==> src/sv/lmcfw_pkg.sv <==
// Shared types, constants and init table for the LED-matrix chain frame writer.
// Used by every module of the block; no dependencies.
`timescale 1ns / 1ps

package lmcfw_pkg;

  localparam int DEVICES   = 4;
  localparam int NCOLS     = DEVICES * 8;
  localparam int COL_W     = $clog2(NCOLS);
  localparam int DEV_W     = 2;
  localparam int FRAME_W   = 64;
  localparam int INIT_STEPS = 5;

  localparam logic [2:0] OP_CLEAR     = 3'd0;
  localparam logic [2:0] OP_SET_COL   = 3'd1;
  localparam logic [2:0] OP_SET_PIXEL = 3'd2;
  localparam logic [2:0] OP_COMMIT    = 3'd3;
  localparam logic [2:0] OP_WRITE_ONE = 3'd4;
  localparam logic [2:0] OP_WRITE_ALL = 3'd5;

  localparam logic [7:0] REG_DECODE    = 8'h09;
  localparam logic [7:0] REG_INTENSITY = 8'h0A;
  localparam logic [7:0] REG_SCANLIMIT = 8'h0B;
  localparam logic [7:0] REG_SHUTDOWN  = 8'h0C;
  localparam logic [7:0] REG_DISPTEST  = 8'h0F;

  typedef struct packed {
    logic [2:0] opcode;
    logic [5:0] column;
    logic [2:0] row_bit;
    logic [7:0] value;
    logic [1:0] device;
    logic [7:0] reg_addr;
  } lmcfw_cmd_t;

  typedef struct packed {
    logic [FRAME_W-1:0] frame;
    logic               last;
  } lmcfw_res_t;

  // One word for one device, handed from the sequencer to the frame builder.
  typedef struct packed {
    logic [DEV_W-1:0] dev;
    logic [7:0]       reg_addr;
    logic [7:0]       data;
    logic             last;
  } lmcfw_word_req_t;

  // Register written by each step of the per-device init sequence.
  function automatic logic [7:0] init_reg(input logic [2:0] step);
    logic [7:0] r;
    case (step)
      3'd0:    r = REG_DISPTEST;
      3'd1:    r = REG_SCANLIMIT;
      3'd2:    r = REG_DECODE;
      3'd3:    r = REG_INTENSITY;
      3'd4:    r = REG_SHUTDOWN;
      default: r = 8'h00;
    endcase
    return r;
  endfunction

  function automatic logic [7:0] init_data(input logic [2:0] step);
    logic [7:0] d;
    case (step)
      3'd1:    d = 8'd7;
      3'd4:    d = 8'd1;
      default: d = 8'd0;
    endcase
    return d;
  endfunction

endpackage

==> src/sv/lmcfw_store.sv <==
// Column store: memory with one write port, one registered read port and per-entry valid bits.
// Depends on lmcfw_pkg. An entry not written since reset or clear reads as zero.
`timescale 1ns / 1ps

module lmcfw_store
  import lmcfw_pkg::*;
(
  input  logic             clk,
  input  logic             rst,
  input  logic             clear,
  input  logic             we,
  input  logic [COL_W-1:0] waddr,
  input  logic [7:0]       wdata,
  input  logic             re,
  input  logic [COL_W-1:0] raddr,
  output logic [7:0]       rdata
);

  logic [7:0]       mem [NCOLS];
  logic [NCOLS-1:0] valid;
  logic [7:0]       mem_q;
  logic             valid_q;

  always_ff @(posedge clk) begin
    if (we) begin
      mem[waddr] <= wdata;
    end
    if (re) begin
      mem_q <= mem[raddr];
    end
  end

  always_ff @(posedge clk) begin
    if (rst || clear) begin
      valid   <= '0;
      valid_q <= 1'b0;
    end else begin
      if (we) begin
        valid[waddr] <= 1'b1;
      end
      if (re) begin
        valid_q <= valid[raddr];
      end
    end
  end

  assign rdata = valid_q ? mem_q : 8'h00;

endmodule

==> src/sv/lmcfw_frame_unit.sv <==
// Shared frame builder and output request register.
// Depends on lmcfw_pkg. Places one (register, data) word at its device slot.
`timescale 1ns / 1ps

module lmcfw_frame_unit
  import lmcfw_pkg::*;
(
  input  logic            clk,
  input  logic            rst,
  input  logic            req_valid,
  input  lmcfw_word_req_t req,
  output logic            free,
  output logic            res_valid,
  input  logic            res_stall,
  output lmcfw_res_t      res
);

  localparam logic [DEV_W-1:0] LAST_DEV = DEV_W'(DEVICES - 1);

  logic [DEV_W-1:0]   slot;
  logic [FRAME_W-1:0] frame_next;

  // Device 0 sits in the most significant used word.
  assign slot       = LAST_DEV - req.dev;
  assign frame_next = FRAME_W'({req.reg_addr, req.data}) << {slot, 4'b0000};
  assign free       = !res_valid || !res_stall;

  always_ff @(posedge clk) begin
    if (rst) begin
      res_valid <= 1'b0;
    end else if (req_valid && free) begin
      res_valid <= 1'b1;
    end else if (!res_stall) begin
      res_valid <= 1'b0;
    end
  end

  always_ff @(posedge clk) begin
    if (req_valid && free) begin
      res.frame <= frame_next;
      res.last  <= req.last;
    end
  end

endmodule

==> src/sv/led_matrix_chain_frame_writer_core.sv <==
// Top level of the LED-matrix chain frame writer: command sequencer.
// Depends on lmcfw_pkg, lmcfw_store and lmcfw_frame_unit.
`timescale 1ns / 1ps

// Takes one command at a time and turns it into 64-bit chain frames, each
// with one 16-bit (register, data) word at its device's slot (device 0 in
// the top used word) and zero no-op words elsewhere; the final frame of a
// command has last set. Clear and set column finish in the accepting cycle;
// set pixel reads the column, then writes the merged byte back. Commit reads
// each column from the store (S_CRD), then hands it to the shared frame
// builder (S_CEMIT). Write one device sends one frame, write all one frame
// per device. The first command that sends any frame is preceded by the
// 20-frame init sequence (5 frames per device, one a cycle while the result
// channel does not stall). Result stalls hold the sequencer; cmd_stall is
// high while a command is in progress. Out-of-range columns and devices,
// and unknown opcodes, are dropped without frames.

module led_matrix_chain_frame_writer_core
  import lmcfw_pkg::*;
(
  input  logic       clk,
  input  logic       rst,
  input  logic       cmd_valid,
  output logic       cmd_stall,
  input  lmcfw_cmd_t cmd,
  output logic       res_valid,
  input  logic       res_stall,
  output lmcfw_res_t res
);

  localparam logic [2:0] S_IDLE  = 3'd0;
  localparam logic [2:0] S_PIX   = 3'd1;
  localparam logic [2:0] S_INIT  = 3'd2;
  localparam logic [2:0] S_CRD   = 3'd3;
  localparam logic [2:0] S_CEMIT = 3'd4;
  localparam logic [2:0] S_ONE   = 3'd5;
  localparam logic [2:0] S_ALL   = 3'd6;

  localparam logic [DEV_W-1:0] LAST_DEV  = DEV_W'(DEVICES - 1);
  localparam logic [COL_W-1:0] LAST_COL  = COL_W'(NCOLS - 1);
  localparam logic [2:0]       LAST_STEP = 3'(INIT_STEPS - 1);

  logic [2:0]       state, state_next;
  logic             init_done, init_done_next;
  logic [DEV_W-1:0] dev_cnt, dev_cnt_next;
  logic [2:0]       step_cnt, step_cnt_next;
  logic [COL_W-1:0] col_cnt, col_cnt_next;
  lmcfw_cmd_t       cmd_q;

  logic             accept;
  logic             col_ok, dev_ok;
  logic             st_clear, st_we, st_re;
  logic [COL_W-1:0] st_waddr, st_raddr;
  logic [7:0]       st_wdata, st_rdata;
  logic             req_valid, free;
  lmcfw_word_req_t  req;
  logic [2:0]       after_init;

  assign cmd_stall = (state != S_IDLE);
  assign accept    = cmd_valid && !cmd_stall;
  assign col_ok    = {1'b0, cmd.column} < 7'(NCOLS);
  assign dev_ok    = {1'b0, cmd.device} < 3'(DEVICES);

  // Where the command goes once the init sequence is out.
  always_comb begin
    case (cmd_q.opcode)
      OP_COMMIT:    after_init = S_CRD;
      OP_WRITE_ONE: after_init = S_ONE;
      default:      after_init = S_ALL;
    endcase
  end

  lmcfw_store u_store (
    .clk   (clk),
    .rst   (rst),
    .clear (st_clear),
    .we    (st_we),
    .waddr (st_waddr),
    .wdata (st_wdata),
    .re    (st_re),
    .raddr (st_raddr),
    .rdata (st_rdata)
  );

  lmcfw_frame_unit u_frame (
    .clk       (clk),
    .rst       (rst),
    .req_valid (req_valid),
    .req       (req),
    .free      (free),
    .res_valid (res_valid),
    .res_stall (res_stall),
    .res       (res)
  );

  always_comb begin
    state_next     = state;
    init_done_next = init_done;
    dev_cnt_next   = dev_cnt;
    step_cnt_next  = step_cnt;
    col_cnt_next   = col_cnt;
    st_clear       = 1'b0;
    st_we          = 1'b0;
    st_waddr       = cmd.column[COL_W-1:0];
    st_wdata       = cmd.value;
    st_re          = 1'b0;
    st_raddr       = cmd.column[COL_W-1:0];
    req_valid      = 1'b0;
    req            = '0;

    case (state)
      S_IDLE: begin
        dev_cnt_next  = '0;
        step_cnt_next = '0;
        col_cnt_next  = '0;
        if (accept) begin
          case (cmd.opcode)
            OP_CLEAR: begin
              st_clear = 1'b1;
            end
            OP_SET_COL: begin
              st_we = col_ok;
            end
            OP_SET_PIXEL: begin
              // Read now, merge the bit and write back next cycle.
              if (col_ok) begin
                st_re      = 1'b1;
                state_next = S_PIX;
              end
            end
            OP_COMMIT: begin
              state_next = init_done ? S_CRD : S_INIT;
            end
            OP_WRITE_ONE: begin
              if (dev_ok) begin
                state_next = init_done ? S_ONE : S_INIT;
              end
            end
            OP_WRITE_ALL: begin
              state_next = init_done ? S_ALL : S_INIT;
            end
            default: begin
            end
          endcase
        end
      end

      S_PIX: begin
        st_we      = 1'b1;
        st_waddr   = cmd_q.column[COL_W-1:0];
        st_wdata   = st_rdata | (8'h01 << cmd_q.row_bit);
        state_next = S_IDLE;
      end

      S_INIT: begin
        req_valid    = 1'b1;
        req.dev      = dev_cnt;
        req.reg_addr = init_reg(step_cnt);
        req.data     = init_data(step_cnt);
        req.last     = 1'b0;
        if (free) begin
          if (step_cnt == LAST_STEP) begin
            step_cnt_next = '0;
            if (dev_cnt == LAST_DEV) begin
              dev_cnt_next   = '0;
              init_done_next = 1'b1;
              state_next     = after_init;
            end else begin
              dev_cnt_next = dev_cnt + 1'b1;
            end
          end else begin
            step_cnt_next = step_cnt + 1'b1;
          end
        end
      end

      S_CRD: begin
        st_re      = 1'b1;
        st_raddr   = col_cnt;
        state_next = S_CEMIT;
      end

      S_CEMIT: begin
        req_valid    = 1'b1;
        req.dev      = DEV_W'(col_cnt >> 3);
        req.reg_addr = 8'(col_cnt[2:0]) + 8'd1;
        req.data     = st_rdata;
        req.last     = (col_cnt == LAST_COL);
        if (free) begin
          if (col_cnt == LAST_COL) begin
            state_next = S_IDLE;
          end else begin
            col_cnt_next = col_cnt + 1'b1;
            state_next   = S_CRD;
          end
        end
      end

      S_ONE: begin
        req_valid    = 1'b1;
        req.dev      = cmd_q.device;
        req.reg_addr = cmd_q.reg_addr;
        req.data     = cmd_q.value;
        req.last     = 1'b1;
        if (free) begin
          state_next = S_IDLE;
        end
      end

      S_ALL: begin
        req_valid    = 1'b1;
        req.dev      = dev_cnt;
        req.reg_addr = cmd_q.reg_addr;
        req.data     = cmd_q.value;
        req.last     = (dev_cnt == LAST_DEV);
        if (free) begin
          if (dev_cnt == LAST_DEV) begin
            state_next = S_IDLE;
          end else begin
            dev_cnt_next = dev_cnt + 1'b1;
          end
        end
      end

      default: begin
        state_next = S_IDLE;
      end
    endcase
  end

  always_ff @(posedge clk) begin
    if (rst) begin
      state     <= S_IDLE;
      init_done <= 1'b0;
      dev_cnt   <= '0;
      step_cnt  <= '0;
      col_cnt   <= '0;
    end else begin
      state     <= state_next;
      init_done <= init_done_next;
      dev_cnt   <= dev_cnt_next;
      step_cnt  <= step_cnt_next;
      col_cnt   <= col_cnt_next;
    end
  end

  // Hold the accepted request for the whole command.
  always_ff @(posedge clk) begin
    if (accept) begin
      cmd_q <= cmd;
    end
  end

endmodule

==> config.mk <==
export PLATFORM = sky130hd
export DESIGN_NAME = led_matrix_chain_frame_writer_core
export DESIGN_NICKNAME = d
export VERILOG_FILES = /design/src/sv/lmcfw_pkg.sv /design/src/sv/lmcfw_store.sv /design/src/sv/lmcfw_frame_unit.sv /design/src/sv/led_matrix_chain_frame_writer_core.sv
export SDC_FILE = /design/constraint.sdc
export NUM_CORES = 1
export LEC_CHECK = 0
export BUFFER_PORTS_ARGS = -buffer_cell sky130_fd_sc_hd__buf_2
export CAP_MARGIN = 10
export CORE_UTILIZATION = 25
export CTS_BUF_LIST = sky130_fd_sc_hd__clkbuf_8 sky130_fd_sc_hd__clkbuf_16
export DETAILED_ROUTE_END_ITERATION = 6
export PLACE_DENSITY = 0.51
export SLEW_MARGIN = 20
export SYNTH_ARGS = -nofsm -noshare
export SYNTH_HDL_FRONTEND = slang
export SYNTH_SLANG_ARGS = --single-unit
==> constraint.sdc <==
create_clock -name clk -period 6.7 [get_ports clk]
set_clock_uncertainty 0.05 [all_clocks]
set_input_delay 1.34 -clock clk [delete_from_list [all_inputs] [get_ports clk]]
set_output_delay 1.34 -clock clk [all_outputs]
set_load 0.01 [all_outputs]
==> metrics.md <==
| Metric | Value |
|---|---|
| Leak | `7.07 nW` |
| Drt first pass iters | `5` |
| Die Area | `70400 sq um` |
| #FFs+latches synth | `406` |
| Setup WS post-layout | `2.44 ns` |
| Status | `complete, no violations` |
| M2 GR Usage | `0.210` |
| Row count | `96` |
| Clock slew seen by the registers of the worst setup and hold paths | `0.06 ns` |
| GR Overflow Total | `0` |
| FILL cells | `6926` |
| First-pass GRT wire length | `69600 microns` |
| Max IR drop VDD | `0.201 mV` |
| Ys Warns | `0` |
| CP arrival | `4.59 ns` |
| Period utilisation layout | `0.635` |
| Post-synth cell types | `63` |
| RSZ-0062 raised after global routing | `no` |
| Via-to-Cell Ratio | `4.59` |
| Peak Freq | `235 MHz` |
| Hold Path Sink | `u_store.valid[8]$_SDFFE_PP0P_` |
| CP startpoint kind | `flop` |
| Post-CTS Hold Fix Bufs | `0` |
| Worst R2R Start | `state[2]$_SDFFE_PP0P_` |
| Post-Syn Area per Cell | `13.5 sq um` |
| Final wirelength | `46500 microns` |
| Die Span X | `265 microns` |
| Top Ports | `101` |
| Die Y | `265 microns` |
| Post-placement cell area | `18900 sq um` |
| Clock latency on the worst-skew pair | `0.59 ns` |
| Worst-Margin Slew | `1.11 ns` |
| Clk sinks | `406` |
| Min Tclk post-route | `4.26 ns` |
| Post-Syn Area | `17300 sq um` |
| Max Slew Vio Count | `0` |
| CTS tree | `built` |
| Clock Path Buffers | `3` |
| WP data required | `7.04 ns` |
| Number of CTS-inserted buffers | `45` |
| Area Growth Syn to Fin | `17.6%` |
| H-Tree Depth | `2` |
| Hold path startpoint | `u_store.valid[8]$_SDFFE_PP0P_` |
| Commonest non-fill, non-tap cell in the layout | `edfxtp_1` |
| R2R depth | `8` |
| GR peak layer | `met2` |
| Top FF cell, synth | `edfxtp_1` |
| PortBufs | `100` |
| Fin area | `20400 sq um` |
| EDFF count, synth | `358` |
| Post-synthesis instance total | `1281` |
| Layout cells sized above 1 | `0.163` |
| Post-route setup TNS | `0 ns` |
| Most frequent cells in the layout | `edfxtp_1, mux2i_1, nand2_1, nor2_1, buf_2` |
| Core footprint | `68600 sq um` |
| # Post-CTS Setup Buffers | `0` |
| Post-synth ARST share | `0` |
| Cells after DPL | `2260` |
| Post-synthesis net count | `1323` |
| Reg-to-Reg End | `u_store.mem_q[5]$_DFFE_PP_` |
| Antenna viol nets, final | `0` |
| Final setup fails | `0` |
| Fin. Hold Viols | `0` |
| FF-to-FF setup slack | `2.44 ns` |
| M1 GR Usage | `0.174` |
| Critical path peak fanout | `53` |
| Post-cts sizing count | `0` |
| Crit end category | `flop` |
| Initial core utilization | `0.253` |
| Largest net degree at the start of global routing | `76` |
| Vias | `10800` |
| Post-synthesis sequential area ratio | `0.675` |
| Initial DRC count | `762` |
| Routed WL per cell | `19.8 microns` |
| Pre-CTS setup slack | `2.43 ns` |
| Antenna violations before repair | `4` |
| Root buf cell | `clkbuf_16` |
| Setup CP Type | `reg -> reg` |
| Detailed-route DRC error count | `0` |
| Max-cap violations | `0` |
| Total Power | `7.20 mW` |
| Slew headroom | `0.259` |
| Nets | `1419` |
| Hold Path Cell Cnt | `1` |
| Pwr per Cell Area | `353 nW/um^2` |
| Fin cells | `2348` |
| Met3 usage | `0.0240` |
| Total GRT Usage | `0.131` |
| GP Congestion | `0.819` |
| Hpwl dp | `30000 microns` |
| Vias in the first global route | `10700` |
| Hold crit path type | `reg -> reg` |
-- per-layer routing --
layer	routed length, microns	vias to the layer above
met5	27	-
met1	20900	5350
met2	21400	310
met4	1520	4
met3	2690	93
li1	-	5026
-- worst max-delay path by stage --
stage                               start                           end  slack [ns]  cells after the start
floorplan                       res_stall  u_frame.res[0]$_SDFFCE_PP0P_        1.62                      1
global placement    state[2]$_SDFFE_PP0P_    u_store.mem_q[4]$_DFFE_PP_        2.44                      8
detailed placement  state[2]$_SDFFE_PP0P_    u_store.mem_q[4]$_DFFE_PP_        2.43                      8
CTS                 state[2]$_SDFFE_PP0P_    u_store.mem_q[4]$_DFFE_PP_        2.42                      8
global route        state[2]$_SDFFE_PP0P_    u_store.mem_q[4]$_DFFE_PP_        2.19                      8
finish              state[2]$_SDFFE_PP0P_    u_store.mem_q[5]$_DFFE_PP_        2.44                      8
-- power breakdown --
| part | internal, mW | switching (mW) | total, mW |
|---|---|---|---|
| registers | 3.23 | 0.154 | 3.39 |
| clock network | 1.36 | 1.03 | 2.38 |
| logic | 0.412 | 1.02 | 1.43 |
-- critical path: stages (launching register included) --
cell	delay, ns
dfxtp_1	0.79
nand3b_1	0.20
buf_4	0.50
a21o_4	0.74
buf_4	0.72
mux2i_1	0.16
o211ai_1	0.19
o211ai_1	0.19
nor4b_1	0.35
-- cell usage after synthesis, types with 8 or more instances --
cell         n  area (sq um)
edfxtp_1   358         10800
mux2i_1    184          1840
nand2_1    142           533
nor2_1     122           458
dfxtp_1     48           961
a21oi_1     47           235
clkbuf_1    39           146
o21a_1      34           255
o21ai_0     31           155
buf_2       25           125
and3_1      22           138
nand3_1     22           110
o211ai_1    18           135
nor3_1      16          80.1
mux2_2      15           169
nand2b_1    12          75.1
nor2b_1     12          75.1
inv_1       11          41.3
o22ai_1     10          62.6
a31oi_1      8          50.1
ha_1         8           100
nor4b_1      8          70.1
o2bb2ai_1    8          70.1
-- flip-flops by register name, summed over array words and instances (netlist names), 2 cells and up --
register	cells
col_cnt	5
u_store.valid	32
u_frame.res	65
state	3
u_store.mem_q	8
u_store.mem	256
step_cnt	3
dev_cnt	2
cmd_q	29
-- kinds of logic (layout without fill, tap and decap cells) --
family | count (synthesis) | after routing | synth area share
and+or+nand+nor | 381 | 381 | 0.100
DFF | 406 | 406 | 0.675
other | 0 | 3 | 0
AOI/OAI and AO/OA | 197 | 197 | 0.0755
buffers and inverters | 84 | 217 | 0.0215
adders and majority gates | 8 | 8 | 0.00577
muxes | 203 | 203 | 0.121
xor gates and xnor gates | 2 | 2 | 0.00101
-- area by class of cell --
cell class | instances | area [sq um] | share of cell area
diodes | 3 | 7.51 | 0.000368
clock buffers | 46 | 1140 | 0.0559
clock inverters | 38 | 289 | 0.0142
inverters | 11 | 41.3 | 0.00202
multi-input cells | 791 | 5360 | 0.263
flip-flops and latches | 406 | 11700 | 0.574
well taps | 931 | 1160 | 0.0571
repair buffers | 122 | 686 | 0.0336
-- stage by stage --
step / utilization / hold WS [ns]
detailed placement: 0.276 / 0.406
floorplan: - / 0.391
finish: 0.297 / 0.419
CTS: 0.297 / 0.421
global placement: 0.276 / 0.397
global route: 0.297 / 0.434
No activity file was read; power rests on OpenSTA's default activity.
